`src/rtl/core/was_ram.sv`:
```
`default_nettype none
module was_ram #(
    parameter int WIDTH = 17,
    parameter int DEPTH = 128
) (
    input  wire logic                     clk,
    input  wire logic                     we,
    input  wire logic [$clog2(DEPTH)-1:0] waddr,
    input  wire logic [WIDTH-1:0]         wdata,
    input  wire logic [$clog2(DEPTH)-1:0] raddr,
    output logic      [WIDTH-1:0]         rdata
);
    logic [WIDTH-1:0] mem [DEPTH];

    always_ff @(posedge clk)
    begin
        if (we)
        begin
            mem[waddr] <= wdata;
        end
        rdata <= mem[raddr];
    end
endmodule
`default_nettype wire

```
`config.mk`:
```
export PLATFORM = sky130hd
export DESIGN_NAME = was_ram
export DESIGN_NICKNAME = d
export VERILOG_FILES = /design/src/rtl/core/was_ram.sv
export SDC_FILE = /design/constraint.sdc
export NUM_CORES = 2
export LEC_CHECK = 0
export BUFFER_PORTS_ARGS = -buffer_cell sky130_fd_sc_hd__buf_2
export CORE_MARGIN = 4
export CORE_UTILIZATION = 60
export CTS_BUF_LIST = sky130_fd_sc_hd__clkbuf_2
export DETAILED_ROUTE_END_ITERATION = 8
export PLACE_DENSITY = 0.74
export SLEW_MARGIN = 20
export SYNTH_ARGS = -nofsm -noshare
export SYNTH_HDL_FRONTEND = slang
export SYNTH_SLANG_ARGS = --single-unit
```
`constraint.sdc`:
```
create_clock -name clk -period 5.3 [get_ports clk]
set_clock_uncertainty 0.15 [all_clocks]
set_input_delay 0.265 -clock clk [delete_from_list [all_inputs] [get_ports clk]]
set_output_delay 0.265 -clock clk [all_outputs]
set_load 0.05 [all_outputs]
```
Yosys cells after proc, flatten, opt, wreduce, memory -nomap -nowiden. Memory sizes are Yosys's and may differ from the RTL's. A register that Yosys moved wholly into a read port is not among the register bits. Cells that the tools add are included.

Magnitude comparators: 0. Reductions and logical operators: 0. $mul: 0. Equal/unequal tests: 0. Divide/modulo/power cells: 0. Bitwise gates (word level): 0. Shifts and indexed selects: 0. Add/subtract/negate cells: 0. Mux-type cells: 2.

Operator list (number): $mux 1 (2).

Memory bits (writable): 2176. Memories kept: 1. Register bits after elaboration: 0. Output and inout bits: 17. Bits of input ports: 33. ROM bits: 0. Word-level logic and storage cells: 3. Bits in latches: 0.

Memories: mem (depth 128, width 17, rd ports 1, clocked after Yosys merged registers in 1, wr ports 1, line 13) `logic [WIDTH-1:0] mem [DEPTH];`.

Depth between registers and ports, before layout.
Word-level depth: 2. Mapped depth: 8. Gate-level depth less buffers: 4.

Least setup slack after synthesis. OpenSTA, ideal clock, no wires.

Path type: in2reg. From: input port raddr[2]. To: register rdata[0], read port of mem. Data required time: 5.029 ns. Cell stages on the path: 8. Setup time: 0.121 ns. Setup slack: 2.203 ns. Buffers on the path: 4. Arrival: 2.826 ns. Path through: clkbuf_1 > clkbuf_1 > clkbuf_1 > clkbuf_1 > mux4_2 > mux4_2 > mux4_2 > mux2_2.

RTL lines: start, declared (line 10) `input wire logic [$clog2(DEPTH)-1:0] raddr,`; end, declared (line 11) `output logic [WIDTH-1:0] rdata`.

==> flow_summary.ini <==
[run_status]
status = finished clean

[synth]
synthMuxAreaShare_pct = 19.5
synth_top_family_by_area = multiplexers
synthAdderAreaFrac_pct = 0
synth_compound_area_share_pct = 0
syn-num-nets = 3302
syn_area_per_cell_um2 = 25.5
synthesis.area_mm2 = 0.0834
synth-xor-area-share_pct = 0
ys_seq_area_share_pct = 78.7
synth_cells = 3269
synth_cell_types = 17
synth_area_leaders = edfxtp_1 (78%), mux4_2 (19%), nor2_1 (0.55%)
yosys_warnings = 0
synth_top_area_share_pct = 78.3
ys_seq_elements = 2193
synthSimpleGateAreaFrac_pct = 0.836
yosys.area.top_type = edfxtp_1

[critical_path]
crit_arrival_ns = 5.75
reg2reg_from = mem[55][9]
cp_max_fo = 1
slowest_delay_ns = 0.66
endpoint_kind = register
reg2reg_slack_ns = 0.97
rr_endpoint = rdata[9]
critical_path.cell_chain = mux4_2, mux4_2, dlygate4sd3_1, mux4_2, dlygate4sd3_1, mux2_2, dlygate4sd3_1
crit_end = rdata[9]
path_class = register to register
crit_required_ns = 6.72
start_kind = register
slowest_stage = dlygate4sd3_1
crit_start = mem[55][9]
rr_worst_depth = 7

[route]
viasPerCell = 6.60
drc_errors = 0
wirelength_mm = 202
vias = 40669
dr.pass1.iters = 6
wl_per_cell_um = 32.7
final_antenna_net_count = 0
drt-initial-drc-count = 6376

[cts]
clkTransAtPathRegs_ns = 0.11
cts_tree = yes
clk_latency_ns = 1.79
cts_buffers = 549
cts_setup_buffers = 0
clockBufferDepth = 4
htree_num_levels = 6
cts.sinks = 2193
cts_root_buf = clkbuf_2

[global_route]
grt_pass1_vias = 42121
antenna_found_initial = 31
grt_pass1_wl_mm = 293
grt_overflow = 0
grt_max_degree = 128
track_usage_pct = 28.5

[power]
ir_drop_mv = 0.183
p_switching_mw = 7.56
switching_share_pct = 24.0
p_leak_nw = 29.9
clockPowerShare_pct = 33.1
p_per_area_mw_per_mm2 = 340
p_int_mw = 24.0
power_frac_seq_pct = 60.8
combinationalPowerShare_pct = 6.1

[timing]
rsz0062_at_grt = false
fin_tns_setup_ns = 0
tightest_slew_ns = 1.17
setup_violations = 0
hold_violations = 0
period_minus_slack_ns = 4.33
relSlewSlack_pct = 21.7
fmax_mhz = 231
slew_violations = 0
min_period_over_period_pct = 81.7

[die]
die_height_um = 381
fp.coreArea_mm2 = 0.138
rows = 136
die_w_um = 381
io_pins = 50
dieArea_mm2 = 0.145
start_util_pct = 60.5

[run]
cap_violations = 0

[placed_design]
dp_cells = 5144
dp_hpwl_mm = 112
port_buffers = 49
gp_congestion = 0.814

[cells_and_area]
drive_above_1_share_pct = 41.7
layout.cells.non_filler = 6165
fill_cells = 8444
area_growth_pct = 11.5
nets = 4055
multi_input_area_mm2 = 0.0170
regArea_mm2 = 0.0657

[worst_hold_path]
hp-class = input pin to register
==> synth_stat cells (all sizes together) <==
library cell,number
mux2,17
nor2b,7
nor3,9
nor2,122
or3,1
nand4,3
nand2,14
dfxtp,17
nand2b,2
edfxtp,2176
nand3,12
buf,64
clkbuf,111
mux4,714
==> cells by family (layout without fill, tap and decap cells) <==
family	after synthesis	count (layout)
muxes	731	731
and+or+nand+nor	170	170
other	0	14
buffers and inverters	175	1263
DFF	2193	2193
==> layout make-up <==
type                       instances  area share, %
clock buffer                     767           4.13
tap                             1794           2.41
clock inverter                   119          0.662
antenna                           14         0.0377
timing repair buffer             377           3.80
sequential                      2193           70.6
multi-input combinational        901           18.3
==> worst min path at each step <==
stage,startpoint,to,slack [ns],cells after the start
6_report,wdata[5],mem[10][5],0.27,3
5_1_grt,wdata[5],mem[31][5],0.17,3
4_1_cts,wdata[5],mem[31][5],0.03,3
3_5_place_dp,wdata[15],mem[84][15],0.31,1
3_3_place_gp,wdata[15],mem[84][15],0.31,1
2_1_floorplan,wdata[0],mem[0][0],0.21,0
==> placed cells by master, fill, tap and decap left out, types with 5 or more instances in the layout <==
cell	instances
buf_12	28
nand3_1	12
nor3_2	9
dlygate4sd3_1	106
diode_2	14
bufinv_16	5
inv_2	14
dfxtp_1	17
buf_16	6
nor2_1	120
mux4_2	714
edfxtp_1	2176
buf_2	28
clkinv_2	14
clkbuf_2	767
buf_4	201
nand2_1	14
nor2b_1	7
clkinv_1	81
mux2_2	17
buf_6	5
==> what timing repair did <==
action	4_1_cts	5_1_grt
endpoints found under the hold margin	4369	0
hold buffers	120	0
gates resized for setup	0	0
==> sequential cells by signal, summed over array words and instances (netlist names) <==
signal and count:
mem 2176, rdata 17
==> power by group through the flow <==
| stage | Sequential (mW) | Combinational (mW) | Clock, mW |
|---|---|---|---|
| CTS | 19.2 | 1.94 | 10.7 |
| global route | 19.2 | 2.03 | 11.7 |
| finish | 19.2 | 1.94 | 10.4 |
| global placement | 19.6 | 1.76 | 0 |
| floorplan | 19.6 | 0.939 | 0 |
| detailed placement | 19.6 | 1.82 | 0 |
==> per-layer routing <==
metal  part of all wire (%)  vias to the layer above  global-route usage (%)
met2                     48                     2979                    42.9
li1                       -                    16090                       -
met5                  0.027                        -                       0
met4                    2.6                        8                    9.47
met3                     13                      347                    8.27
met1                     36                    21245                    41.2
==> metrics by stage <==
step	area (um^2)	util, %	setup WS [ns]	total power, mW	hold WS [ns]
after floorplan	83400	-	2.20	20.6	0.214
after global placement	87100	63.2	1.55	21.3	0.309
after detailed placement	87100	63.2	1.56	21.4	0.312
after CTS	92900	67.4	0.989	31.8	0.0319
after global routing	93000	67.4	0.904	32.9	0.175
final	93000	67.5	0.972	31.6	0.268
==> critical path: cells and delay by family (launching register included) <==
family,cells,cell delay (ns)
mux,4,1.81
flops,1,0.37
buf+inv,3,1.84
No activity file was read; power rests on OpenSTA's default activity.
