[config.mk]
export PLATFORM = sky130hd
export DESIGN_NAME = was_div
export DESIGN_NICKNAME = d
export VERILOG_FILES = /design/src/rtl/core/was_div.sv
export SDC_FILE = /design/constraint.sdc
export NUM_CORES = 1
export LEC_CHECK = 0
export BUFFER_PORTS_ARGS = -buffer_cell sky130_fd_sc_hd__buf_2
export CELL_PAD_IN_SITES_DETAIL_PLACEMENT = 1
export CELL_PAD_IN_SITES_GLOBAL_PLACEMENT = 1
export CORE_UTILIZATION = 45
export CTS_BUF_LIST = sky130_fd_sc_hd__clkbuf_4 sky130_fd_sc_hd__clkbuf_8
export DETAILED_ROUTE_END_ITERATION = 8
export PLACE_DENSITY_LB_ADDON = 0.1
export SYNTH_ARGS = -nofsm -noshare
export SYNTH_HDL_FRONTEND = slang
export SYNTH_SLANG_ARGS = --single-unit
[constraint.sdc]
create_clock -name clk -period 3.94 [get_ports clk]
set_input_delay 0.197 -clock clk [delete_from_list [all_inputs] [get_ports clk]]
set_output_delay 0.197 -clock clk [all_outputs]
set_load 0.05 [all_outputs]
[src/rtl/core/was_div.sv]
`default_nettype none
// Restoring divider: quotient = num / den, one bit per cycle
module was_div #(
    parameter int NUM_W = 42,
    parameter int DEN_W = 30
) (
    input  wire logic             clk,
    input  wire logic             rst_n,
    input  wire logic             start,
    input  wire logic [NUM_W-1:0] num,
    input  wire logic [DEN_W-1:0] den,
    output logic                  done,
    output logic      [NUM_W-1:0] quotient
);
    localparam int CW = $clog2(NUM_W + 1);

    logic [NUM_W-1:0] q_reg, q_next;
    logic [DEN_W:0]   r_reg, r_next;
    logic [DEN_W-1:0] d_reg, d_next;
    logic [CW-1:0]    cnt_reg, cnt_next;
    logic             run_reg, run_next;
    logic             done_reg, done_next;
    logic [DEN_W+1:0] trial;

    always_comb
    begin
        q_next = q_reg;
        r_next = r_reg;
        d_next = d_reg;
        cnt_next = cnt_reg;
        run_next = run_reg;
        done_next = 1'b0;
        trial = {r_reg, q_reg[NUM_W-1]} - {2'b0, d_reg};
        if (start)
        begin
            q_next = num;
            r_next = '0;
            d_next = den;
            cnt_next = CW'(NUM_W);
            run_next = 1'b1;
        end
        else if (run_reg)
        begin
            if (!trial[DEN_W+1])
            begin
                r_next = trial[DEN_W:0];
                q_next = {q_reg[NUM_W-2:0], 1'b1};
            end
            else
            begin
                r_next = {r_reg[DEN_W-1:0], q_reg[NUM_W-1]};
                q_next = {q_reg[NUM_W-2:0], 1'b0};
            end
            cnt_next = cnt_reg - 1'b1;
            if (cnt_reg == CW'(1))
            begin
                run_next = 1'b0;
                done_next = 1'b1;
            end
        end
    end

    always_ff @(posedge clk or negedge rst_n)
    begin
        if (!rst_n)
        begin
            run_reg <= 1'b0;
            done_reg <= 1'b0;
            cnt_reg <= '0;
        end
        else
        begin
            run_reg <= run_next;
            done_reg <= done_next;
            cnt_reg <= cnt_next;
        end
    end

    always_ff @(posedge clk)
    begin
        q_reg <= q_next;
        r_reg <= r_next;
        d_reg <= d_next;
    end

    assign done = done_reg;
    assign quotient = q_reg;
endmodule
`default_nettype wire

Word level (Yosys, flattened, before mapping)
Cells that the tools add are included.
- register bits after elaboration: 111
- multiplexer cells: 12
- eq/ne operators: 1
- reduce and logical (&&, ||, !) cells: 1
- add/sub/neg operators: 2
- operators with widths (operator ; count):
    $mux 42 ; 2
    $sub 32x30->32 ; 1
    $mux 31 ; 1
    $mux 6 ; 2
    $mux 1 ; 7
    $eq 6x1->1 const B ; 1
    $sub 6x1->6 const B ; 1
    $reduce_bool 2->1 ; 1

Longest topological paths before layout
Gate-level depths: netlist of the first run.
- depth after elaboration: 4
- depth in mapped cells: 12
- depth with buffers taken out: 12

Worst setup path before layout of the first run
OpenSTA, ideal clock, no wires.
- path type: reg-to-reg
- from: register q_reg[41] (netlist: quotient[41])
- to: register r_reg[30]
- arrival time: 3.187 ns
- cell stages (with the launch flop): 13
- slack: 0.692 ns
- buffers on the path: 0
- clock period less this slack: 3.248 ns
- cells stage by stage: edfxtp_1 inv_1 ha_1 inv_1 fa_1 a21o_1 a221oi_2 o21ai_1 a41o_1 a221oi_4 o211ai_1 a311o_1 nand3_1
- cells in the longest elaborated chain, start to end: 2
- RTL lines (what ; line ; source):
    from (decl) ; 17 ; logic [NUM_W-1:0] q_reg, q_next;
    from (signal assigned) ; 81 ; q_reg <= q_next;
    $sub 32x30->32 ; 33 ; trial = {r_reg, q_reg[NUM_W-1]} - {2'b0, d_reg};
    $mux 31 ; 44 ; if (!trial[DEN_W+1])
    to (signal assigned) ; 82 ; r_reg <= r_next;
    to (decl) ; 18 ; logic [DEN_W:0] r_reg, r_next;
No other way between the ends.
A chain may end at the register's enable or synchronous reset.

Worst setup path in the final report of the first run
Ends and elaborated chain as after synthesis.

==> results of run 1 <==
-- final cells by class --
| class | instances | area [um2] |
|---|---|---|
| fillers | 1502 | 5880 |
| multi-input cells | 395 | 3060 |
| flip-flops and latches | 111 | 2980 |
| repair buffers | 153 | 948 |
| well taps | 176 | 220 |
| inverters | 42 | 158 |
| clock buffers | 10 | 131 |
| clock inverters | 6 | 67.6 |
-- logic make-up (layout without fill, tap and decap cells) --
family                     Yosys count  in the layout  share of synthesized area, %
DFF                                111            111                          47.5
xor gates and xnor gates            30             30                          4.30
and+or+nand+nor                    137            137                          11.3
buffers and inverters               64            211                          4.04
muxes                               66             66                          11.4
adders and majority gates           33             33                          6.69
AOI/OAI and AO/OA                  129            129                          14.9
-- final timing paths --
| kind | to | slack [ps] |
|---|---|---|
| min in group asynchronous | run_reg | 160 |
| min | quotient[27] | 90 |
| max in group asynchronous | run_reg | 3600 |
| max | r_reg[30] | 590 |
| min reg2reg | r_reg[15] | 510 |
| max reg2reg | r_reg[30] | 590 |
-- power by group --
part           switching [W]  total [W]  internal, W
combinational        0.00109    0.00189     0.000803
sequential          0.000124    0.00156      0.00143
clock               0.000406   0.000714     0.000308
-- per-layer routing --
metal  GRT usage, %  up-vias  part of all wire, %
li1               -     2375                    -
met1           27.1     2313                   45
met2           39.1      109                   48
met3           6.89       12                  5.8
met4           5.55        0                  1.1
met5              0        -                    0
-- placed cells by master (no fill, tap or decap), types with 11 or more instances in the layout --
master,n
buf_2,116
edfxtp_1,72
nor2_1,45
mux2_2,43
inv_1,42
ha_1,32
nand2_1,31
dlygate4sd3_1,31
dfxtp_1,31
a21oi_1,29
a211oi_1,25
mux2i_1,23
xnor2_1,20
o21ai_0,14
nand2b_1,14
a21o_1,11
-- repair_timing --
item | 4_1_cts | 5_1_grt
endpoints found under the hold margin | 38 | 0
hold buffers | 31 | 0
endpoints found under the setup margin | 0 | 0
-- stage by stage --
step                util, %  instances  hold WS (ps)  worst slack [ps]  instance area, um2
floorplan                 -        570         -98.6               692                6290
global placement       52.5        846          44.8               784                7060
detailed placement     52.5        846          50.1               614                7060
CTS                    56.3        893          62.6               561                7570
global route           56.3        893          65.7               340                7570
finish                 56.3        893          94.9               586                7570
==> metrics.md, run 1 <==
| Metric | Value |
|---|---|
| ANT nets after route | 0 |
| GPL Wtd Cong | 0.834 |
| Top cells by area, synth | edfxtp_1, dfxtp_1, mux2_2, ha_1, mux2i_1 |
| Worst slew pin tran | 657 ps |
| Core Box Area | 13500 um2 |
| Final nets | 820 |
| EDFF count, synth | 72 |
| Remaining Overflow, GRT | 0 |
| Drt pass-1 iters | 4 |
| Worst hold path type | primary input to flop |
| Ys async rst share | 7.21% |
| Status | completed |
| Worst R2R Start | quotient[41] |
| CTS tree | done |
| Part of the cycle the worst path needs | 85.1% |
| Clock Latency Late Sink | 400 ps |
| Setup Skew | 17.3 ps |
| CP max-delay cell | edfxtp_1 |
| Arrival time worst endpoint | 3690 ps |
| Mean post-synth cell area | 11.0 um2 |
| Number of global-route vias before repair | 5319 |
| Clock Tree Buf Depth | 2 |
| CP peak stage delay | 410 ps |
| Final Slew Violations | 0 |
| Postcts setup bufs | 0 |
| Worst Setup End Kind | flop |
| F_max | 0.298 GHz |
| Total wire length | 15200 um |
| Reg clk slew, reported paths | 110 ps |
| Crit path launch type | flop |
| Synth cell types | 68 |
| Mapped Cells | 570 |
| Max reg flops | 42 |
| Largest delay share family, worst path | compound AO/OA/AOI/OAI gates |
| Starting Density | 46.7% |
| CTS resizes | 0 |
| Max-cap viol count | 0 |
| Crit path buf inv count | 2 |
| Area grow syn2layout | 20.4% |
| DIE HEIGHT | 120 um |
| Pwr/cell area | 550 nW/um2 |
| Row count | 42 |
| Antenna diode count | 0 |
| LEAKAGE | 3.27 nW |
| Cell taking the most area after synthesis | edfxtp_1 |
| Syn Std Cell Area | 6290 um2 |
| DR vias | 4809 |
| Vias per inst | 5.39 |
| DRC | 0 |
| Setup TNS | 0 ps |
| Commonest cells in the netlist | edfxtp_1, nor2_1, mux2_2 |
| Global Route Usage Sum | 22.5% |
| Top Ports | 118 |
| Antenna violations before repair | 0 |
| Initial DRC Count | 232 |
| Crit-path most repeated cell | inv_1 |
| FF-to-FF path depth | 12 |
| Final hold violations | 0 |
| Yosys warnings | 0 |
| Die ar. | 14400 um2 |
| Relative slew slack | 56.2% |
| H-tree Lvls | 3 |
| Fraction of layout cells with a size suffix above 1 | 27.8% |
| Die X | 120 um |
| Clock sinks | 111 |
| Drt wl/cell | 17.0 um |
| Worst hold start | num[27] |
| CTS buffer count | 9 |
| Estimated wirelength of the detail-placed design | 11200 um |
| Syn nets | 678 |
| PortBufs | 117 |
| Post-synth top area share | 34.4% |
| Worst EP required | 4280 ps |
| Register area share after synthesis | 47.5% |
| Maximum fanout along the worst path | 5 |
| CTS Root Cell | clkbuf_8 |
| Critical path class | flop to flop |
| Most frequent cell after synthesis | edfxtp_1 |
| RSZ-0062 raised after global routing | no |
| Largest net degree at the start of global routing | 48 |
| Hold Crit Depth | 2 |
| VDD IR max | 368 uV |
| Total power | 0.00416 W |
| First-pass GRT wire length | 25700 um |
| CP cell instances | inv_1 > ha_1 > inv_1 > fa_1 > a21o_1 > a221oi_2 > o21ai_1 > a41o_1 > a221oi_4 > o211ai_1 > a311o_1 > nand3_1 |
| Dominant synthesized flop cell | edfxtp_1 |
| Worst setup path startpoint | quotient[41] |
| Final min period | 3350 ps |
| Count of final setup violators | 0 |
| Levels on crit path | 12 |
| Seq cells post-synth | 111 |
(Power assumes the default switching activity.)
==> run 2: changes to the inputs <==
clock period = 3.51 ns   (was 3.94 ns; I/O delays follow)
==> run 2 against run 1 <==
  * Sequential share of layout area fell by 0.065 points
  * Global-route usage up 0.082 points
  * Count of clock-buffer cells in the layout unchanged
  * Combinational power grew 14%
  * Final cell count rose by 0.22%
  * Critical path depth is the same
  * Clock skew grew 0.94 ps
  * Power grew 12%
  * First-iteration DRC count shrank 13%
  * Clock power grew 7.0%
  * Critical path type unchanged
  * Largest cell class unchanged
==> metrics.md, run 2 (same netlist as run 1, synthesis figures left out) <==
| Metric | Value |
|---|---|
| Fill cell count | 1495 (-0.47%) |
| Total wire length | 15500 um (+1.9%) |
| Relative slew slack | 56.4% (+0.21 points) |
| Antenna diode count | 0 (unchanged) |
| PortBufs | 117 (unchanged) |
| Worst hold start | num[33] |
| Final min period | 3300 ps (-54.7 ps) |
| Setup Skew | 18.2 ps (+0.939 ps) |
| Setup TNS | 0 ps (unchanged) |
| Reg clk slew, reported paths | 120 ps (about the same) |
| Drt wl/cell | 17.3 um (+1.7%) |
| Max-cap viol count | 0 (unchanged) |
| ANT nets after route | 0 (unchanged) |
| Slack of the critical path | 211 ps (-375 ps) |
| Remaining Overflow, GRT | 0 (unchanged) |
| Global Route Usage Sum | 22.6% (+0.082 points) |
| CP max-delay cell | fa_1 |
| Fraction of layout cells with a size suffix above 1 | 28.1% (+0.34 points) |
| First-pass GRT wire length | 25800 um (+0.40%) |
| Die ar. | 14400 um2 (unchanged) |
| Top Ports | 118 (unchanged) |
| Row count | 42 (unchanged) |
| Pwr/cell area | 616 nW/um2 (+12%) |
| Worst Setup End Kind | flop |
| Post-route design area | 7580 um2 (+0.17%) |
| Clock Tree Buf Depth | 2 (unchanged) |
| VDD IR max | 319 uV (-13%) |
| Total power | 0.00467 W (+12%) |
| FF-to-FF path depth | 12 (unchanged) |
| Commonest cells after routing, fill and taps aside | buf_2, edfxtp_1, nor2_1 |
| Postcts setup bufs | 0 (unchanged) |
| Clock Latency Late Sink | 400 ps (about the same) |
| Part of the cycle the worst path needs | 94.0% (+8.9 points) |
| Commonest non-fill, non-tap cell in the layout | buf_2 |
| RSZ-0062 raised after global routing | no |
| F_max | 0.303 GHz (+1.7%) |
| Area grow syn2layout | 20.6% |
| Worst hold path type | primary input to flop |
| H-tree Lvls | 3 (unchanged) |
| Hold Crit Depth | 2 (unchanged) |
| Antenna violations before repair | 0 (unchanged) |
| CTS Root Cell | clkbuf_8 |
| Count of final setup violators | 0 (unchanged) |
| CTS tree | done |
| Starting Density | 46.7% (unchanged) |
| Status | completed |
| Largest delay share family, worst path | compound AO/OA/AOI/OAI gates |
| Arrival time worst endpoint | 3650 ps (-40 ps) |
| Utilization after layout | 56.4% (+0.093 points) |
| Number of global-route vias before repair | 5272 (-0.88%) |
| Final hold violations | 0 (unchanged) |
| Max reg flops | 42 (unchanged) |
| Worst setup path startpoint | quotient[41] |
| Placed cell area | 7080 um2 (+0.21%) |
| Worst R2R Start | quotient[41] |
| CTS buffer count | 9 (unchanged) |
| CP cell instances | inv_1 > ha_1 > inv_1 > fa_1 > a21o_1 > a221oi_4 > o21ai_1 > a41o_1 > a221oi_4 > o211ai_1 > a311o_1 > nand3_1 |
| GPL Wtd Cong | 0.826 (-0.91%) |
| Vias per inst | 5.42 (+0.67%) |
| DRC | 0 (unchanged) |
| Crit path buf inv count | 2 (unchanged) |
| CP peak stage delay | 400 ps (about the same) |
| Clock sinks | 111 (unchanged) |
| Final Slew Violations | 0 (unchanged) |
| Drt pass-1 iters | 5 (+1) |
| Critical path class | flop to flop |
| Die X | 120 um (unchanged) |
| Initial DRC Count | 203 (-13%) |
| Worst slew pin tran | 645 ps (-12.3 ps) |
| DR vias | 4852 (+0.89%) |
| LEAKAGE | 3.28 nW (+0.13%) |
| Pre-CTS setup slack | 156 ps (-458 ps) |
| Worst EP required | 3860 ps (-420 ps) |
| Levels on crit path | 12 (unchanged) |
| Maximum fanout along the worst path | 5 (unchanged) |
| Crit path launch type | flop |
| Final nets | 822 (+0.24%) |
| DIE HEIGHT | 120 um (unchanged) |
| Largest net degree at the start of global routing | 50 (+4.2%) |
| Estimated wirelength of the detail-placed design | 11100 um (-0.65%) |
| Core Box Area | 13500 um2 (unchanged) |
## run 2: worst paths after layout
path	end	slack (ps)
min	quotient[33]	70
min reg2reg	r_reg[11]	510
min in group asynchronous	cnt_reg[4]	130
max in group asynchronous	run_reg	3190
max reg2reg	r_reg[30]	210
max	r_reg[30]	210
## run 2: power breakdown
group	total (W)	internal [W]	switching, W
Clock	0.000764	0.000281	0.000483
Sequential	0.00175	0.00161	0.000143
Combinational	0.00216	0.000920	0.00123
## run 2: cell type report
| cell class | count | area, um2 | share of cell area (%) |
|---|---|---|---|
| multi-input combinational | 395 | 3070 | 40.5 |
| sequential | 111 | 2980 | 39.4 |
| timing repair buffer | 155 | 963 | 12.7 |
| tap | 176 | 220 | 2.90 |
| inverter | 42 | 158 | 2.08 |
| clock buffer | 10 | 131 | 1.73 |
| clock inverter | 6 | 53.8 | 0.710 |
## run 2: what timing repair did
item	4_1_cts	5_1_grt
setup endpoints to repair	0	1
resized for setup	0	1
hold endpoints to repair	38	0
hold buffers	31	0
## run 2: per-layer routing
layer	wire (um)	GRT usage, %
met5	0	0
met4	227	6.25
met3	968	7.50
met2	7610	39.3
met1	6690	26.5
## run 2: through the flow
step	instances	hold slack (ps)
floorplan	570	-120
global placement	848	22.4
detailed placement	848	25.5
CTS	895	44.8
global route	895	33.2
finish	895	72.0
==> run 3: changes to the inputs <==
ABC_AREA = 1   (was not set)
CORE_UTILIZATION = 38   (was 45)
clock period = 2.92 ns   (was 3.51 ns; I/O delays follow)
==> run 3 against run 2 <==
  * Wire length increased by 30%
  * Clock skew decreased by 1.2 ps
  * Die area increased by 34%
==> metrics.md, run 3 <==
| Metric | Value |
|---|---|
| Status | completed |
| Syn nets | 1142 (+68%) |
| Post-synth top area share | 30.3% (-4.1 points) |
| Drt pass-1 iters | 6 (+1) |
| DR vias | 6704 (+38%) |
| Setup TNS | 0 ps (unchanged) |
| Most frequent cell after synthesis | nand2_1 |
| CTS Root Cell | clkbuf_8 |
| Postcts setup bufs | 0 (unchanged) |
| GPL Wtd Cong | 0.856 (+3.6%) |
| Seq pwr share | 41.9% (+4.4 points) |
| Clock power share | 23.7% (+7.3 points) |
| Cell taking the most area after synthesis | edfxtp_1 |
| F_max | 0.400 GHz (+32%) |
| Reg-to-reg endpoint | r_reg[28] |
| Fill cell count | 2362 (+58%) |
| CTS tree | done |
| Clock Latency Late Sink | 400 ps (about the same) |
| Reg2Reg Setup Slack | 420 ps (+210 ps) |
| Pre-CTS setup slack | 466 ps (+310 ps) |
| Worst slew pin tran | 636 ps (-8.95 ps) |
| Number of global-route vias before repair | 6969 (+32%) |
| P_sw | 0.00179 W (-3.8%) |
| Maximum fanout along the worst path | 3 (-2) |
| Crit path launch type | flop |
| Die X | 139 um (+16%) |
| Initial DRC Count | 236 (+16%) |
| Final min period | 2500 ps (-799 ps) |
| Final hold violations | 0 (unchanged) |
| Synth cell types | 34 (-50%) |
| Multi-input gate area | 3300 um2 (+7.4%) |
| Final Slew Violations | 0 (unchanged) |
| Global Route Usage Sum | 21.9% (-0.68 points) |
| Setup Skew | 17.0 ps (-1.23 ps) |
| DRC | 0 (unchanged) |
| Slack of the critical path | 420 ps (+209 ps) |
| Yosys warnings | 0 (unchanged) |
| Ys async rst share | 7.21% (unchanged) |
| CTS buffer count | 9 (unchanged) |
| Mapped Cells | 1034 (+81%) |
| Register area share after synthesis | 41.8% (-5.7 points) |
| Internal power | 0.00280 W (-0.41%) |
| CTS resizes | 0 (unchanged) |
| Syn Std Cell Area | 7140 um2 (+14%) |
| Worst Setup End Kind | flop |
| Worst EP required | 3220 ps (-640 ps) |
| Vias per inst | 4.63 (-15%) |
| Die ar. | 19400 um2 (+34%) |
| Total wire length | 20200 um (+30%) |
| Seq cells post-synth | 111 (unchanged) |
| Commonest cells in the netlist | nand2_1, inv_1, edfxtp_1 |
| Core Box Area | 18200 um2 (+35%) |
| Total power | 0.00459 W (-1.8%) |
| Critical path class | flop to flop |
| Starting Density | 39.2% (-7.5 points) |
| Clock Tree Buf Depth | 2 (unchanged) |
| Max-cap viol count | 0 (unchanged) |
| Max reg flops | 42 (unchanged) |
| Switch share | 39.0% (-0.83 points) |
| Commonest cells after routing, fill and taps aside | nand2_1, inv_1, buf_2 |
| Estimated wirelength of the detail-placed design | 14700 um (+32%) |
| FF-to-FF path depth | 14 (+2) |
| Crit path to | r_reg[28] |
| Reg clk slew, reported paths | 130 ps (about the same) |
| Part of the cycle the worst path needs | 85.6% (-8.4 points) |
| Top cells by area, synth | edfxtp_1, nand2_1, inv_1, dfxtp_1, ha_1 |
| Drt wl/cell | 14.0 um (-19%) |
| Pwr/cell area | 518 nW/um2 (-16%) |
| EDFF count, synth | 72 (unchanged) |
| H-tree Lvls | 3 (unchanged) |
| DIE HEIGHT | 139 um (+16%) |
| Final nets | 1321 (+61%) |
| Register Area | 2980 um2 (about the same) |
| Worst setup path startpoint | quotient[41] |
| Remaining Overflow, GRT | 0 (unchanged) |
| RSZ-0062 raised after global routing | no |
| ANT nets after route | 0 (unchanged) |
| Top Ports | 118 (unchanged) |
| Row count | 49 (+17%) |
| Mean post-synth cell area | 6.91 um2 (-37%) |
| Arrival time worst endpoint | 2800 ps (-850 ps) |
| Worst hold start | num[20] |
| First-pass GRT wire length | 34000 um (+32%) |
| Utilization after layout | 48.6% (-7.8 points) |
| Hold Buf Count CTS | 63 (+100%) |
| VDD IR max | 239 uV (-25%) |
| Clock sinks | 111 (unchanged) |
| Worst hold path type | primary input to flop |
| Largest net degree at the start of global routing | 55 (+10%) |
| Fraction of layout cells with a size suffix above 1 | 14.0% (-14 points) |
| Dominant synthesized flop cell | edfxtp_1 |
| Antenna violations before repair | 0 (unchanged) |
| Relative slew slack | 57.6% (+1.2 points) |
| Commonest non-fill, non-tap cell in the layout | nand2_1 |
| LEAKAGE | 4.92 nW (+50%) |
| Antenna diode count | 0 (unchanged) |
| Area grow syn2layout | 23.9% |
| Worst R2R Start | quotient[41] |
| Count of final setup violators | 0 (unchanged) |
| PortBufs | 117 (unchanged) |
| Comb power frac | 34.4% (-12 points) |
==> run 3: changes by cell type after synthesis, sizes merged, moves of 7 or more <==
cell | previous run | this run
a211oi | 25 | 0
o211ai | 7 | 0
a21o | 11 | 0
xor2 | 9 | 2
mux2 | 43 | 0
xnor2 | 21 | 13
nand2 | 31 | 491
nand3 | 5 | 66
nand2b | 14 | 0
inv | 42 | 200
mux2i | 23 | 0
==> run 3: area by class of cell <==
cell class                      instances  area share [%]
Multi-Input combinational cell        702            37.3
Sequential cell                       111            33.7
Timing Repair Buffer                  188            14.6
Inverter                              201            8.52
Tap cell                              229            3.24
Clock buffer                            9            1.40
Clock inverter                          7            1.27
==> run 3: power groups by stage <==
stage / registers [W] / logic [W] / clock network [W]
6_report: 0.00192 / 0.00158 / 0.00109
5_1_grt: 0.00194 / 0.00179 / 0.00117
4_1_cts: 0.00192 / 0.00160 / 0.00112
3_5_place_dp: 0.00195 / 0.00152 / 0
3_3_place_gp: 0.00195 / 0.00149 / 0
2_1_floorplan: 0.00213 / 0.000959 / 0
==> run 3: how the worst min path moves through the flow <==
stage,slack [ps],cells after the start,endpoint
after detailed placement,3,1,done
after global placement,8,1,done
after floorplan,-150,0,cnt_reg[0]
after global routing,10,3,quotient[16]
final,20,3,quotient[20]
after CTS,0.6,3,quotient[27]
==> run 3: cells by family (layout without fill, tap and decap cells) <==
group	after synthesis	in the layout	share of synthesized area, %
simple gates	620	620	35.8
buf+inv	221	405	12.1
flops	111	111	41.8
compound gates	34	34	2.57
fa+ha+maj	33	33	5.88
xor+xnor	15	15	1.84
==> run 3: per-stage QoR <==
stage | instance area (um2) | instances | hold WS [ps]
floorplan | 7140 | 1034 | -150
global placement | 7980 | 1368 | 8.40
detailed placement | 7980 | 1368 | 2.92
CTS | 8850 | 1447 | 0.558
global route | 8850 | 1447 | 12.8
finish | 8850 | 1447 | 19.1
==> run 3: worst max-delay path: stages (launching register included) <==
cell	delay, ps
edfxtp_1	400
inv_1	90
ha_1	140
inv_1	60
fa_1	430
nand3_1	110
nand3_1	150
nand3_1	120
nand3_1	260
nand2_1	210
nand2_1	70
nand2_1	70
nand2_1	40
nor2_1	130
o21ai_1	90
==> run 3: routing by layer <==
layer | global-route usage, % | share of wire, % | vias up
li1 | - | - | 3485
met3 | 3.69 | 3.3 | 17
met2 | 39.5 | 49 | 110
met1 | 26.9 | 46 | 3092
met5 | 0 | 0 | -
met4 | 6.14 | 1.6 | 0
